--- src/sv/i2cmte_pkg.sv ---
// Shared types and constants for the I2C master transaction engine.
// Used by the controller, the datapath and the top level; depends on nothing.
package i2cmte_pkg;

  typedef logic [1:0] cmd_t;
  localparam cmd_t CMD_LOAD    = 2'd0;
  localparam cmd_t CMD_ENQUEUE = 2'd1;
  localparam cmd_t CMD_EVENT   = 2'd2;

  typedef logic [2:0] action_t;
  localparam action_t ACT_NONE     = 3'd0;
  localparam action_t ACT_START    = 3'd1;
  localparam action_t ACT_SEND     = 3'd2;
  localparam action_t ACT_RECV_ACK = 3'd3;
  localparam action_t ACT_RECV_NAK = 3'd4;
  localparam action_t ACT_STOP     = 3'd5;

  typedef logic [1:0] outcome_t;
  localparam outcome_t OC_OK         = 2'd0;
  localparam outcome_t OC_START_FAIL = 2'd1;
  localparam outcome_t OC_ADDR_NACK  = 2'd2;
  localparam outcome_t OC_DATA_FAIL  = 2'd3;

  localparam logic [7:0] BS_MASK         = 8'hF8;
  localparam logic [7:0] BS_START        = 8'h08;
  localparam logic [7:0] BS_RESTART      = 8'h10;
  localparam logic [7:0] BS_ADDR_W_ACK   = 8'h18;
  localparam logic [7:0] BS_DATA_TX_ACK  = 8'h28;
  localparam logic [7:0] BS_ADDR_R_ACK   = 8'h40;
  localparam logic [7:0] BS_DATA_RX_ACK  = 8'h50;
  localparam logic [7:0] BS_DATA_RX_NACK = 8'h58;

  typedef logic [1:0] phase_t;
  localparam phase_t PH_IDLE  = 2'd0;
  localparam phase_t PH_START = 2'd1;
  localparam phase_t PH_ADDR  = 2'd2;
  localparam phase_t PH_DATA  = 2'd3;

  typedef struct packed {
    logic       link;
    logic       stop;
    logic [4:0] count;
    logic       rw;
    logic [6:0] addr;
  } desc_t;

  typedef struct packed {
    logic capture;
    logic load;
    logic enq_ok;
    logic enq_rej;
    logic event_go;
    logic drop;
    logic start;
    logic fin;
    logic fin_last;
  } dp_cmd_t;

  typedef struct packed {
    cmd_t cmd;
    logic full;
    logic empty;
    logic busy;
    logic ev_end;
    logic ev_drop;
    logic drop_more;
  } dp_stat_t;

endpackage

--- src/sv/i2c_master_transaction_engine.sv ---
// Channel   Direction  Beat content
// in_*      input      command with descriptor, write byte or bus status event
// out_*     output     bus action, received byte report, completion status
//
// A write byte load or an unused command is decoded and returns to idle; an enqueue or a bus
// event is decoded and may start the next descriptor, and a bus fault also drops each linked
// descriptor behind it; every result waits in the output register until taken. One beat is in
// work at a time: the next is accepted after the last result of the previous one has been
// taken. Reset (rst_n low, synchronous) empties the descriptor ring and idles the engine; the
// ring and byte store contents stay undefined until written.
// Top level; instantiates i2cmte_ctrl and i2cmte_datapath, uses i2cmte_pkg.
module i2c_master_transaction_engine #(
  parameter int QUEUE_DEPTH = 8,
  parameter int MAX_BYTES   = 16
) (
  input  logic       clk,
  input  logic       rst_n,
  input  logic       in_valid,
  output logic       in_ready,
  input  logic [1:0] in_command,
  input  logic [6:0] in_target_address,
  input  logic       in_read_not_write,
  input  logic [4:0] in_byte_count,
  input  logic       in_send_stop,
  input  logic       in_linked_to_next,
  input  logic [3:0] in_load_index,
  input  logic [7:0] in_load_value,
  input  logic [7:0] in_bus_status,
  input  logic [7:0] in_bus_data,
  output logic       out_valid,
  input  logic       out_ready,
  output logic [2:0] out_bus_action,
  output logic [7:0] out_tx_byte,
  output logic       out_rx_valid,
  output logic [3:0] out_rx_index,
  output logic [7:0] out_rx_byte,
  output logic       out_done_res,
  output logic [1:0] out_outcome,
  output logic [3:0] out_bytes_before_error,
  output logic [7:0] out_bus_error_code,
  output logic       out_notify,
  output logic       out_enqueue_rejected,
  output logic       out_last
);
  import i2cmte_pkg::*;

  dp_cmd_t  dp_cmd;
  dp_stat_t dp_stat;

  i2cmte_ctrl u_ctrl (
    .clk       (clk),
    .rst_n     (rst_n),
    .in_valid  (in_valid),
    .in_ready  (in_ready),
    .out_valid (out_valid),
    .out_ready (out_ready),
    .cmd       (dp_cmd),
    .stat      (dp_stat)
  );

  i2cmte_datapath #(
    .QUEUE_DEPTH (QUEUE_DEPTH),
    .MAX_BYTES   (MAX_BYTES)
  ) u_datapath (
    .clk                    (clk),
    .rst_n                  (rst_n),
    .cmd                    (dp_cmd),
    .stat                   (dp_stat),
    .in_command             (in_command),
    .in_target_address      (in_target_address),
    .in_read_not_write      (in_read_not_write),
    .in_byte_count          (in_byte_count),
    .in_send_stop           (in_send_stop),
    .in_linked_to_next      (in_linked_to_next),
    .in_load_index          (in_load_index),
    .in_load_value          (in_load_value),
    .in_bus_status          (in_bus_status),
    .in_bus_data            (in_bus_data),
    .out_bus_action         (out_bus_action),
    .out_tx_byte            (out_tx_byte),
    .out_rx_valid           (out_rx_valid),
    .out_rx_index           (out_rx_index),
    .out_rx_byte            (out_rx_byte),
    .out_done_res           (out_done_res),
    .out_outcome            (out_outcome),
    .out_bytes_before_error (out_bytes_before_error),
    .out_bus_error_code     (out_bus_error_code),
    .out_notify             (out_notify),
    .out_enqueue_rejected   (out_enqueue_rejected),
    .out_last               (out_last)
  );

endmodule

--- src/sv/i2cmte_datapath.sv ---
// Datapath of the I2C master transaction engine: descriptor ring, write byte store,
// active transaction registers, bus event evaluation and the result register.
// Depends on i2cmte_pkg.
module i2cmte_datapath #(
  parameter int QUEUE_DEPTH = 8,
  parameter int MAX_BYTES   = 16
) (
  input  logic                 clk,
  input  logic                 rst_n,
  input  i2cmte_pkg::dp_cmd_t  cmd,
  output i2cmte_pkg::dp_stat_t stat,
  input  logic [1:0]           in_command,
  input  logic [6:0]           in_target_address,
  input  logic                 in_read_not_write,
  input  logic [4:0]           in_byte_count,
  input  logic                 in_send_stop,
  input  logic                 in_linked_to_next,
  input  logic [3:0]           in_load_index,
  input  logic [7:0]           in_load_value,
  input  logic [7:0]           in_bus_status,
  input  logic [7:0]           in_bus_data,
  output logic [2:0]           out_bus_action,
  output logic [7:0]           out_tx_byte,
  output logic                 out_rx_valid,
  output logic [3:0]           out_rx_index,
  output logic [7:0]           out_rx_byte,
  output logic                 out_done_res,
  output logic [1:0]           out_outcome,
  output logic [3:0]           out_bytes_before_error,
  output logic [7:0]           out_bus_error_code,
  output logic                 out_notify,
  output logic                 out_enqueue_rejected,
  output logic                 out_last
);
  import i2cmte_pkg::*;

  localparam int QW       = $clog2(QUEUE_DEPTH);
  localparam int BW       = (MAX_BYTES > 1) ? $clog2(MAX_BYTES) : 1;
  localparam int SD       = QUEUE_DEPTH * (2 ** BW);
  localparam int SAW      = QW + BW;

  typedef logic [QW-1:0] qidx_t;

  function automatic qidx_t next_idx(input qidx_t p);
    if (p == QW'(QUEUE_DEPTH - 1)) begin
      return '0;
    end
    return p + 1'b1;
  endfunction

  cmd_t       cmd_r;
  logic [6:0] addr_r;
  logic       rw_r;
  logic [4:0] cnt_r;
  logic       stop_r;
  logic       link_r;
  logic [3:0] lidx_r;
  logic [7:0] lval_r;
  logic [7:0] status_r;
  logic [7:0] data_r;

  qidx_t      head_r;
  qidx_t      tail_r;
  logic       busy_r;
  phase_t     phase_r;
  logic [4:0] bytes_done_r;
  desc_t      active_r;
  qidx_t      slot_r;

  desc_t      ring_mem [QUEUE_DEPTH];
  desc_t      ring_rd_r;
  logic [7:0] store_mem [SD];
  logic [7:0] store_rd_r;

  action_t    act_r;
  logic [7:0] tx_r;
  logic       rxv_r;
  logic [3:0] rxi_r;
  logic [7:0] rxb_r;
  logic       done_r;
  outcome_t   outc_r;
  logic [3:0] bbe_r;
  logic [7:0] err_r;
  logic       note_r;
  logic       rej_r;
  logic       last_r;

  action_t    ev_act;
  logic [7:0] ev_tx;
  logic       ev_rxv;
  logic [3:0] ev_rxi;
  logic [7:0] ev_rxb;
  logic       ev_done;
  outcome_t   ev_outc;
  logic [3:0] ev_bbe;
  logic [7:0] ev_err;
  logic       ev_note;
  logic       ev_busy;
  phase_t     ev_phase;
  logic [4:0] ev_bytes;
  logic       ev_fail;
  logic       ev_adv;
  logic [4:0] bytes_m1;
  logic [4:0] cnt_sat;
  desc_t      new_desc;
  logic       load_ok;
  logic [SAW-1:0] load_addr;
  logic [SAW-1:0] rd_addr;

  assign bytes_m1  = bytes_done_r - 5'd1;
  assign cnt_sat   = (32'(cnt_r) > MAX_BYTES) ? 5'(MAX_BYTES) : cnt_r;
  assign new_desc  = '{link: link_r, stop: stop_r, count: cnt_sat, rw: rw_r, addr: addr_r};
  assign load_ok   = (32'(lidx_r) < MAX_BYTES) && !(busy_r && (tail_r == slot_r));
  assign load_addr = {tail_r, BW'(lidx_r)};
  assign rd_addr   = {slot_r, BW'(bytes_done_r)};

  always_comb begin
    ev_act   = ACT_NONE;
    ev_tx    = '0;
    ev_rxv   = 1'b0;
    ev_rxi   = '0;
    ev_rxb   = '0;
    ev_done  = 1'b0;
    ev_outc  = OC_OK;
    ev_bbe   = '0;
    ev_err   = '0;
    ev_note  = 1'b0;
    ev_busy  = busy_r;
    ev_phase = phase_r;
    ev_bytes = bytes_done_r;
    ev_fail  = 1'b0;
    ev_adv   = 1'b0;
    case (phase_r)
      PH_START: begin
        if (status_r != BS_START && status_r != BS_RESTART) begin
          ev_fail = 1'b1;
          ev_outc = OC_START_FAIL;
        end else begin
          ev_phase = PH_ADDR;
          ev_act   = ACT_SEND;
          ev_tx    = {active_r.addr, active_r.rw};
        end
      end
      PH_ADDR: begin
        if ((!active_r.rw && status_r != BS_ADDR_W_ACK) ||
            (active_r.rw && status_r != BS_ADDR_R_ACK)) begin
          ev_fail = 1'b1;
          ev_outc = OC_ADDR_NACK;
        end else begin
          ev_adv = 1'b1;
        end
      end
      PH_DATA: begin
        if ((!active_r.rw && status_r != BS_DATA_TX_ACK) ||
            (active_r.rw && status_r != BS_DATA_RX_ACK && status_r != BS_DATA_RX_NACK)) begin
          ev_fail = 1'b1;
          ev_outc = OC_DATA_FAIL;
        end else begin
          ev_adv = 1'b1;
          if (active_r.rw) begin
            ev_rxv = 1'b1;
            ev_rxi = bytes_m1[3:0];
            ev_rxb = data_r;
          end
        end
      end
      default: begin
        ev_adv = 1'b1;
      end
    endcase
    if (ev_fail) begin
      ev_act   = ACT_STOP;
      ev_done  = 1'b1;
      ev_err   = status_r;
      ev_note  = 1'b1;
      ev_busy  = 1'b0;
      ev_phase = PH_IDLE;
      if (ev_outc == OC_DATA_FAIL) begin
        ev_bbe = bytes_m1[3:0];
      end
    end
    if (ev_adv) begin
      if (bytes_done_r < active_r.count) begin
        ev_phase = PH_DATA;
        if (!active_r.rw) begin
          ev_act = ACT_SEND;
          ev_tx  = store_rd_r;
        end else begin
          ev_act = ((bytes_done_r + 5'd1) == active_r.count) ? ACT_RECV_NAK : ACT_RECV_ACK;
        end
        ev_bytes = bytes_done_r + 5'd1;
      end else begin
        ev_act   = active_r.stop ? ACT_STOP : ACT_NONE;
        ev_done  = 1'b1;
        ev_note  = !active_r.link;
        ev_busy  = 1'b0;
        ev_phase = PH_IDLE;
      end
    end
  end

  always_comb begin
    stat.cmd       = cmd_r;
    stat.full      = (next_idx(tail_r) == head_r);
    stat.empty     = (head_r == tail_r);
    stat.busy      = busy_r;
    stat.ev_end    = !ev_busy;
    stat.ev_drop   = ev_fail && active_r.link && (head_r != tail_r);
    stat.drop_more = ring_rd_r.link && (next_idx(head_r) != tail_r);
  end

  always_ff @(posedge clk) begin
    if (cmd.capture) begin
      cmd_r    <= in_command;
      addr_r   <= in_target_address;
      rw_r     <= in_read_not_write;
      cnt_r    <= in_byte_count;
      stop_r   <= in_send_stop;
      link_r   <= in_linked_to_next;
      lidx_r   <= in_load_index;
      lval_r   <= in_load_value;
      status_r <= in_bus_status & BS_MASK;
      data_r   <= in_bus_data;
    end
  end

  always_ff @(posedge clk) begin
    if (cmd.enq_ok) begin
      ring_mem[tail_r] <= new_desc;
    end
    ring_rd_r <= ring_mem[head_r];
  end

  always_ff @(posedge clk) begin
    if (cmd.load && load_ok) begin
      store_mem[load_addr] <= lval_r;
    end
    store_rd_r <= store_mem[rd_addr];
  end

  always_ff @(posedge clk) begin
    if (!rst_n) begin
      head_r       <= '0;
      tail_r       <= '0;
      busy_r       <= 1'b0;
      phase_r      <= PH_IDLE;
      bytes_done_r <= '0;
      active_r     <= '0;
      slot_r       <= '0;
    end else begin
      if (cmd.enq_ok) begin
        tail_r <= next_idx(tail_r);
      end
      if (cmd.drop) begin
        head_r <= next_idx(head_r);
      end
      if (cmd.event_go) begin
        busy_r       <= ev_busy;
        phase_r      <= ev_phase;
        bytes_done_r <= ev_bytes;
      end
      if (cmd.start) begin
        active_r     <= ring_rd_r;
        slot_r       <= head_r;
        head_r       <= next_idx(head_r);
        busy_r       <= 1'b1;
        phase_r      <= PH_START;
        bytes_done_r <= '0;
      end
    end
  end

  always_ff @(posedge clk) begin
    if (cmd.start || cmd.enq_ok || cmd.enq_rej) begin
      act_r  <= cmd.start ? ACT_START : ACT_NONE;
      tx_r   <= '0;
      rxv_r  <= 1'b0;
      rxi_r  <= '0;
      rxb_r  <= '0;
      done_r <= 1'b0;
      outc_r <= OC_OK;
      bbe_r  <= '0;
      err_r  <= '0;
      note_r <= 1'b0;
      rej_r  <= cmd.enq_rej;
      last_r <= 1'b1;
    end else if (cmd.event_go) begin
      act_r  <= ev_act;
      tx_r   <= ev_tx;
      rxv_r  <= ev_rxv;
      rxi_r  <= ev_rxi;
      rxb_r  <= ev_rxb;
      done_r <= ev_done;
      outc_r <= ev_outc;
      bbe_r  <= ev_bbe;
      err_r  <= ev_err;
      note_r <= ev_note;
      rej_r  <= 1'b0;
    end
    if (cmd.fin) begin
      last_r <= cmd.fin_last;
    end
  end

  assign out_bus_action         = act_r;
  assign out_tx_byte            = tx_r;
  assign out_rx_valid           = rxv_r;
  assign out_rx_index           = rxi_r;
  assign out_rx_byte            = rxb_r;
  assign out_done_res           = done_r;
  assign out_outcome            = outc_r;
  assign out_bytes_before_error = bbe_r;
  assign out_bus_error_code     = err_r;
  assign out_notify             = note_r;
  assign out_enqueue_rejected   = rej_r;
  assign out_last               = last_r;

  a_busy_has_phase: assert property (@(posedge clk) disable iff (!rst_n)
    busy_r |-> phase_r != PH_IDLE)
    else $error("busy engine without an active phase");

  a_idle_no_phase: assert property (@(posedge clk) disable iff (!rst_n)
    !busy_r |-> phase_r == PH_IDLE)
    else $error("idle engine holds a phase");

  a_bytes_bound: assert property (@(posedge clk) disable iff (!rst_n)
    busy_r |-> bytes_done_r <= active_r.count)
    else $error("byte counter ran past the transaction length");

endmodule

--- src/sv/i2cmte_ctrl.sv ---
// Controller state machine of the I2C master transaction engine.
// Sequences the datapath through decode, start, drop walk and result delivery; uses i2cmte_pkg.
module i2cmte_ctrl (
  input  logic                 clk,
  input  logic                 rst_n,
  input  logic                 in_valid,
  output logic                 in_ready,
  output logic                 out_valid,
  input  logic                 out_ready,
  output i2cmte_pkg::dp_cmd_t  cmd,
  input  i2cmte_pkg::dp_stat_t stat
);
  import i2cmte_pkg::*;

  typedef enum logic [7:0] {
    ST_IDLE       = 8'b0000_0001,
    ST_DECODE     = 8'b0000_0010,
    ST_START_WAIT = 8'b0000_0100,
    ST_START      = 8'b0000_1000,
    ST_DROP_WAIT  = 8'b0001_0000,
    ST_DROP       = 8'b0010_0000,
    ST_CHECK      = 8'b0100_0000,
    ST_OUT        = 8'b1000_0000
  } state_t;

  state_t state_r;
  state_t state_nxt;
  logic   ended_r;
  logic   ended_nxt;
  logic   pend_r;
  logic   pend_nxt;

  always_comb begin
    state_nxt = state_r;
    ended_nxt = ended_r;
    pend_nxt  = pend_r;
    cmd       = '0;
    unique case (state_r)
      ST_IDLE: begin
        if (in_valid) begin
          cmd.capture = 1'b1;
          state_nxt   = ST_DECODE;
        end
      end
      ST_DECODE: begin
        unique case (stat.cmd)
          CMD_LOAD: begin
            cmd.load  = 1'b1;
            state_nxt = ST_IDLE;
          end
          CMD_ENQUEUE: begin
            pend_nxt = 1'b0;
            if (stat.full) begin
              cmd.enq_rej = 1'b1;
              state_nxt   = ST_OUT;
            end else begin
              cmd.enq_ok = 1'b1;
              state_nxt  = stat.busy ? ST_OUT : ST_START_WAIT;
            end
          end
          CMD_EVENT: begin
            if (!stat.busy) begin
              state_nxt = stat.empty ? ST_IDLE : ST_START_WAIT;
            end else begin
              cmd.event_go = 1'b1;
              ended_nxt    = stat.ev_end;
              state_nxt    = stat.ev_drop ? ST_DROP_WAIT : ST_CHECK;
            end
          end
          default: begin
            state_nxt = ST_IDLE;
          end
        endcase
      end
      ST_START_WAIT: begin
        state_nxt = ST_START;
      end
      ST_START: begin
        cmd.start = 1'b1;
        pend_nxt  = 1'b0;
        state_nxt = ST_OUT;
      end
      ST_DROP_WAIT: begin
        state_nxt = ST_DROP;
      end
      ST_DROP: begin
        cmd.drop  = 1'b1;
        state_nxt = stat.drop_more ? ST_DROP_WAIT : ST_CHECK;
      end
      ST_CHECK: begin
        cmd.fin      = 1'b1;
        cmd.fin_last = !(ended_r && !stat.empty);
        pend_nxt     = ended_r && !stat.empty;
        state_nxt    = ST_OUT;
      end
      ST_OUT: begin
        if (out_ready) begin
          state_nxt = pend_r ? ST_START_WAIT : ST_IDLE;
        end
      end
      default: begin
        state_nxt = ST_IDLE;
      end
    endcase
  end

  always_ff @(posedge clk) begin
    if (!rst_n) begin
      state_r <= ST_IDLE;
      ended_r <= 1'b0;
      pend_r  <= 1'b0;
    end else begin
      state_r <= state_nxt;
      ended_r <= ended_nxt;
      pend_r  <= pend_nxt;
    end
  end

  assign in_ready  = (state_r == ST_IDLE);
  assign out_valid = (state_r == ST_OUT);

  a_accept_decodes: assert property (@(posedge clk) disable iff (!rst_n)
    in_valid && in_ready |=> state_r == ST_DECODE)
    else $error("accepted beat was not decoded");

  a_drop_after_wait: assert property (@(posedge clk) disable iff (!rst_n)
    state_r == ST_DROP |-> $past(state_r) == ST_DROP_WAIT)
    else $error("drop step without a ring read cycle");

  a_start_after_wait: assert property (@(posedge clk) disable iff (!rst_n)
    state_r == ST_START |-> $past(state_r) == ST_START_WAIT)
    else $error("start without a ring read cycle");

endmodule

--- config.mk ---
export PLATFORM = sky130hd
export DESIGN_NAME = i2c_master_transaction_engine
export DESIGN_NICKNAME = d
export VERILOG_FILES = /design/src/sv/i2cmte_pkg.sv /design/src/sv/i2c_master_transaction_engine.sv /design/src/sv/i2cmte_datapath.sv /design/src/sv/i2cmte_ctrl.sv
export SDC_FILE = /design/constraint.sdc
export NUM_CORES = 1
export LEC_CHECK = 0
export BUFFER_PORTS_ARGS = -buffer_cell sky130_fd_sc_hd__buf_2
export CAP_MARGIN = 20
export CORE_UTILIZATION = 50
export CTS_BUF_LIST = sky130_fd_sc_hd__clkbuf_8 sky130_fd_sc_hd__clkbuf_16
export DETAILED_ROUTE_END_ITERATION = 6
export PLACE_DENSITY = 0.66
export SLEW_MARGIN = 20
export SYNTH_ARGS = -nofsm -noshare
export SYNTH_HDL_FRONTEND = slang
export SYNTH_HIERARCHICAL = 1
export SYNTH_SLANG_ARGS = --single-unit
export TNS_END_PERCENT = 30
--- constraint.sdc ---
create_clock -name clk -period 4.3 [get_ports clk]
set_input_delay 0.43 -clock clk [delete_from_list [all_inputs] [get_ports clk]]
set_output_delay 0.43 -clock clk [all_outputs]
set_load 0.03 [all_outputs]
Word-level counts from Yosys, hierarchy flattened. Memories as Yosys holds them, arrays and structs flattened. A register that Yosys moved wholly into a read port is not among the register bits. Cells that the tools add are included.

Reduce and logical (&&, ||, !) cells: 38. $lt $le $gt $ge: 2. Equality and inequality tests: 34. $add $sub $neg: 4. Mux-type cells: 107. Bitwise logic cells: 1.

Operator list (number): 8-bit 2-to-1 mux (14); 3-bit 2-to-1 mux (19); 8-bit case mux with 7 select lines (1); 1-bit 2-to-1 mux (48); 4-bit 2-to-1 mux (6); 2-bit 2-to-1 mux (11); 8-bit case mux with 2 select lines (1); 5-bit by 4-bit != test with 1-bit output, second input constant (3); 7-bit 2-to-1 mux (2); 1-bit logical AND (12); 3-bit AND reduction (4); 5-bit by 2-bit != test with 1-bit output, second input constant (2); 3-bit equality test (3); 1-bit case mux with 3 select lines (3); 2-bit equality test, second input constant (4); 8-bit by 1-bit equality test with 1-bit output, second input constant (1); 8-bit by 2-bit equality test with 1-bit output, second input constant (1); 8-bit by 3-bit equality test with 1-bit output, second input constant (1); 8-bit by 4-bit equality test with 1-bit output, second input constant (1); 8-bit by 5-bit equality test with 1-bit output, second input constant (1); 8-bit by 6-bit equality test with 1-bit output, second input constant (1); 8-bit by 7-bit equality test with 1-bit output, second input constant (1); 8-bit equality test, second input constant (1); 2-bit nonzero test (4); 25 further kinds (41).

Flip-flop bits (word level): 126. Memories kept: 2. Memory bits (writable): 1144.

Memory list: u_datapath.store_mem (depth 128, width 8, read ports 1, clocked after memory_dff 1, wr ports 1, line i2cmte_datapath.sv:72) `logic [7:0] store_mem [SD];`; u_datapath.ring_mem (depth 8, width 15, read ports 1, clocked after memory_dff 1, wr ports 1, line i2cmte_datapath.sv:70) `desc_t ring_mem [QUEUE_DEPTH];`.

Longest topological paths before layout.
Word-level depth: 12. Depth in mapped cells: 13.

Hierarchy. The synthesis kept the hierarchy.

Modules (own cells, without submodules): i2cmte_datapath (area each 49035.8 sq um, sequential area each 37546.0 sq um, cells each 2532, instances 1); i2cmte_ctrl (area each 794.5 sq um, sequential area each 200.2 sq um, cells each 99, instances 1).

Worst setup path after synthesis. No wires, ideal clock.

Path type: register to register. From: register u_datapath.head_r[0]. To: memory u_datapath/ring_mem[4][0] in the netlist's numbering, enable pin. Cell stages (with the launch flop): 9. Required time: 3894 ps. Arrival time: 2967 ps. Clock period less this slack: 3373 ps. Setup time: 406 ps. Path slack: 927 ps. Cells stage by stage: dfxtp_1 clkbuf_1 clkbuf_1 xnor2_1 nor3_1 nor2_1 clkbuf_1 nand2_1 nor3_1.

RTL lines: start, declared (line i2cmte_datapath.sv:62) `qidx_t head_r;`; start signal, assigned (line i2cmte_datapath.sv:255) `head_r <= next_idx(head_r);`; start signal, assigned (line i2cmte_datapath.sv:265) `head_r <= next_idx(head_r);`; end, declared (line i2cmte_datapath.sv:70).

==> results.json <==
{
  "portBuffers": 86,
  "grtUsageTotal_pct": 22.0,
  "failed_checks": "design-rule violations",
  "netlist_instances": 2631,
  "dr.pass1.iters": 7,
  "synth.avg_cell_area_sq_um": 18.9,
  "crit_chain": "nor4b_1 -> and3_1 -> inv_1 -> a41oi_1 -> nor2b_1 -> nand2_1 -> buf_4 -> nor2_1",
  "finalSetupViolations": 0,
  "die-area_sq_um": 101000,
  "synth_area_sq_um": 49800,
  "dp_slack_ns": 0.654,
  "maxSlewViolCount": 0,
  "worstSetupEndpointType": "flip-flop",
  "required_ns": 4.64,
  "grt_overflow": 0,
  "fmax_ghz": 0.272,
  "fin_ws_ns": 0.618,
  "clk_path_buf_depth": 3,
  "postRouteAntennaNets": 0,
  "start_util_pct": 50.6,
  "synth_area_leader_cell": "edfxtp_1",
  "drive_gt1_share_pct": 22.0,
  "fin_skew_ns": 0.0357,
  "worstPathArrival_ns": 4.02,
  "relSlewSlack_pct": 26.1,
  "start_kind": "flip-flop",
  "grt_pass1_wl_mm": 164,
  "seqCellArea_sq_um": 37800,
  "synth_common_cells": "edfxtp_1 (1191), mux4_2 (222), nor2_1 (160)",
  "post-route-util_pct": 57.8,
  "synth-seq-cells": 1290,
  "core-area_sq_um": 98600,
  "min_path_type": "in2reg",
  "multi_input_area_sq_um": 11300,
  "finalNonFillerCells": 4239,
  "yosysWarnings": 6,
  "final_area_sq_um": 57000,
  "wl_per_cell_um": 26.1,
  "tritoncts": "done",
  "ys_seq_area_share_pct": 75.7,
  "antenna_found_initial": 1,
  "rsz0062_at_grt": "false",
  "hold_slack_ns": 0.244,
  "placed_area_sq_um": 52200,
  "row_count": 115,
  "place.gp.congestion": 0.847,
  "worstPathMaxFanout": 13,
  "period_needed_ns": 3.68,
  "yosysMostFrequentCell": "edfxtp_1",
  "tightest_slew_ns": 1.10,
  "synth_enable_flop_cells": 1191,
  "yosysTopAreaCellShare_pct": 71.8,
  "critPathKind": "reg2reg",
  "drt_wl_total_mm": 111,
  "critical-path-max-stage-delay_ns": 0.65,
  "fin_tns_setup_ns": 0,
  "drc": 1,
  "cts.sinks": 1290,
  "grt_pass1_vias": 25955,
  "path_clk_slew_ns": 0.06,
  "root_buffer": "clkbuf_16",
  "synth_flop_cell": "edfxtp_1",
  "io_pins": 93,
  "max_cap_violations": 0,
  "hold_violations": 0,
  "ys_types": 70,
  "finalCritPeriodShare_pct": 85.6,
  "via_per_inst": 5.99,
  "grt_max_degree": 129,
  "fp.dieH_um": 318,
  "powerDensity_nw_per_um2": 448,
  "status": "finished, violations left",
  "area_growth_pct": 14.3,
  "fillCellCount": 7136,
  "ir_drop_mv": 0.381,
  "die_x_um": 318,
  "drt_iter0_drc": 2520,
  "cts_resized": 0,
  "vias": 25374,
  "nets": 2908,
  "synth_area_leaders": "edfxtp_1 (72%), mux4_2 (10%), dfxtp_1 (4.0%), mux2i_1 (2.4%), nor2_1 (1.2%)",
  "dp_hpwl_mm": 67.0,
  "p_leak_nw": 17.9,
  "crit_slowest_cell": "nor2_1",
  "total_power_mw": 25.5,
  "dp_cells": 3954,
  "numCtsBuffers": 132,
  "async_flop_share_pct": 0,
  "clock_latency_ns": 0.74,
  "htreeDepth": 4
}
-- flip-flops by register name, summed over array words and instances, names as in the netlist, 8 cells and up --
name,count
u_ctrl/state_r,8
u_datapath/active_r,15
u_datapath/data_r,8
u_datapath/lval_r,8
u_datapath/out_rx_byte,8
u_datapath/out_tx_byte,8
u_datapath/ring_mem,120
u_datapath/ring_rd_r,15
u_datapath/store_mem,1024
u_datapath/store_rd_r,8
-- cell type report --
class	instances	share of cell area [%]
repair buffers	236	3.21
clock inverters	95	1.26
clock buffers	145	6.27
flip-flops and latches	1290	66.3
diodes	1	0.00439
inverters	31	0.204
well taps	1287	2.83
multi-input cells	1154	19.9
-- placed cells by master (no fill, tap or decap), types with 21 or more instances in the layout --
master	netlist	final
edfxtp_1	1191	1191
clkinv_2	0	21
mux2i_1	119	119
buf_2	30	86
mux4_2	222	222
dfxtp_1	99	96
a211oi_1	34	34
dlygate4sd3_1	0	44
inv_1	31	62
a22oi_1	65	65
nand3_1	23	23
a221oi_1	48	48
buf_4	5	93
nor2_1	160	156
nor2b_1	75	72
a22o_1	38	38
clkbuf_16	0	140
nand2_1	71	71
clkinv_1	0	21
a21oi_1	71	71
-- where the power goes --
part	switching [mW]	internal (mW)	leakage [nW]
combinational	0.349	0.0992	4.14
clock	4.64	6.52	2.23
sequential	0.0532	13.8	11.5
total	5.04	20.5	17.9
-- final timing paths --
path | end | cells past startpoint | slack [ns] | from
worst max-delay path | u_datapath/store_mem[4][6] | 8 | 0.62 | u_ctrl/state_r[1]
worst min-delay path | u_ctrl/state_r[7] | 2 | 0.24 | rst_n
worst max register to register | u_datapath/store_mem[4][6] | 8 | 0.62 | u_ctrl/state_r[1]
worst min register to register | u_datapath/out_rx_valid | 2 | 0.45 | u_datapath/out_rx_valid
-- logic make-up (layout without fill, tap and decap cells) --
family | count (synthesis) | after routing | share of synthesized area, %
buffers and inverters | 189 | 507 | 1.57
other | 1 | 4 | 0.00753
multiplexers | 356 | 356 | 12.8
flip-flops | 1290 | 1290 | 75.7
adder cells (fa/ha/maj) | 14 | 14 | 0.352
AND/OR/NAND/NOR | 421 | 421 | 4.17
XOR/XNOR | 22 | 22 | 0.387
AO/OA/AOI/OAI | 338 | 338 | 5.01
-- worst max-delay path: cells and delay by family (launching register included) --
kind / cells / cell delay, ns
buf+inv: 2 / 0.41
flops: 1 / 0.56
compound gates: 1 / 0.27
simple gates: 5 / 2.04
-- routing by layer --
metal,part of all wire (%),vias up,routed length (um),global-route usage (%)
li1,-,11118,-,-
met4,3.5,2,3900,8.85
met3,6.6,228,7300,4.62
met2,49,897,54000,35.6
met5,0.061,-,68,0.473
met1,41,13129,45400,29.2
-- timing repair --
| item | 4_1_cts | 5_1_grt |
|---|---|---|
| setup buffers | 0 | 0 |
| hold buffers | 44 | 0 |
| hold endpoints to repair | 44 | 0 |
Power figures use the tool's default switching activity.
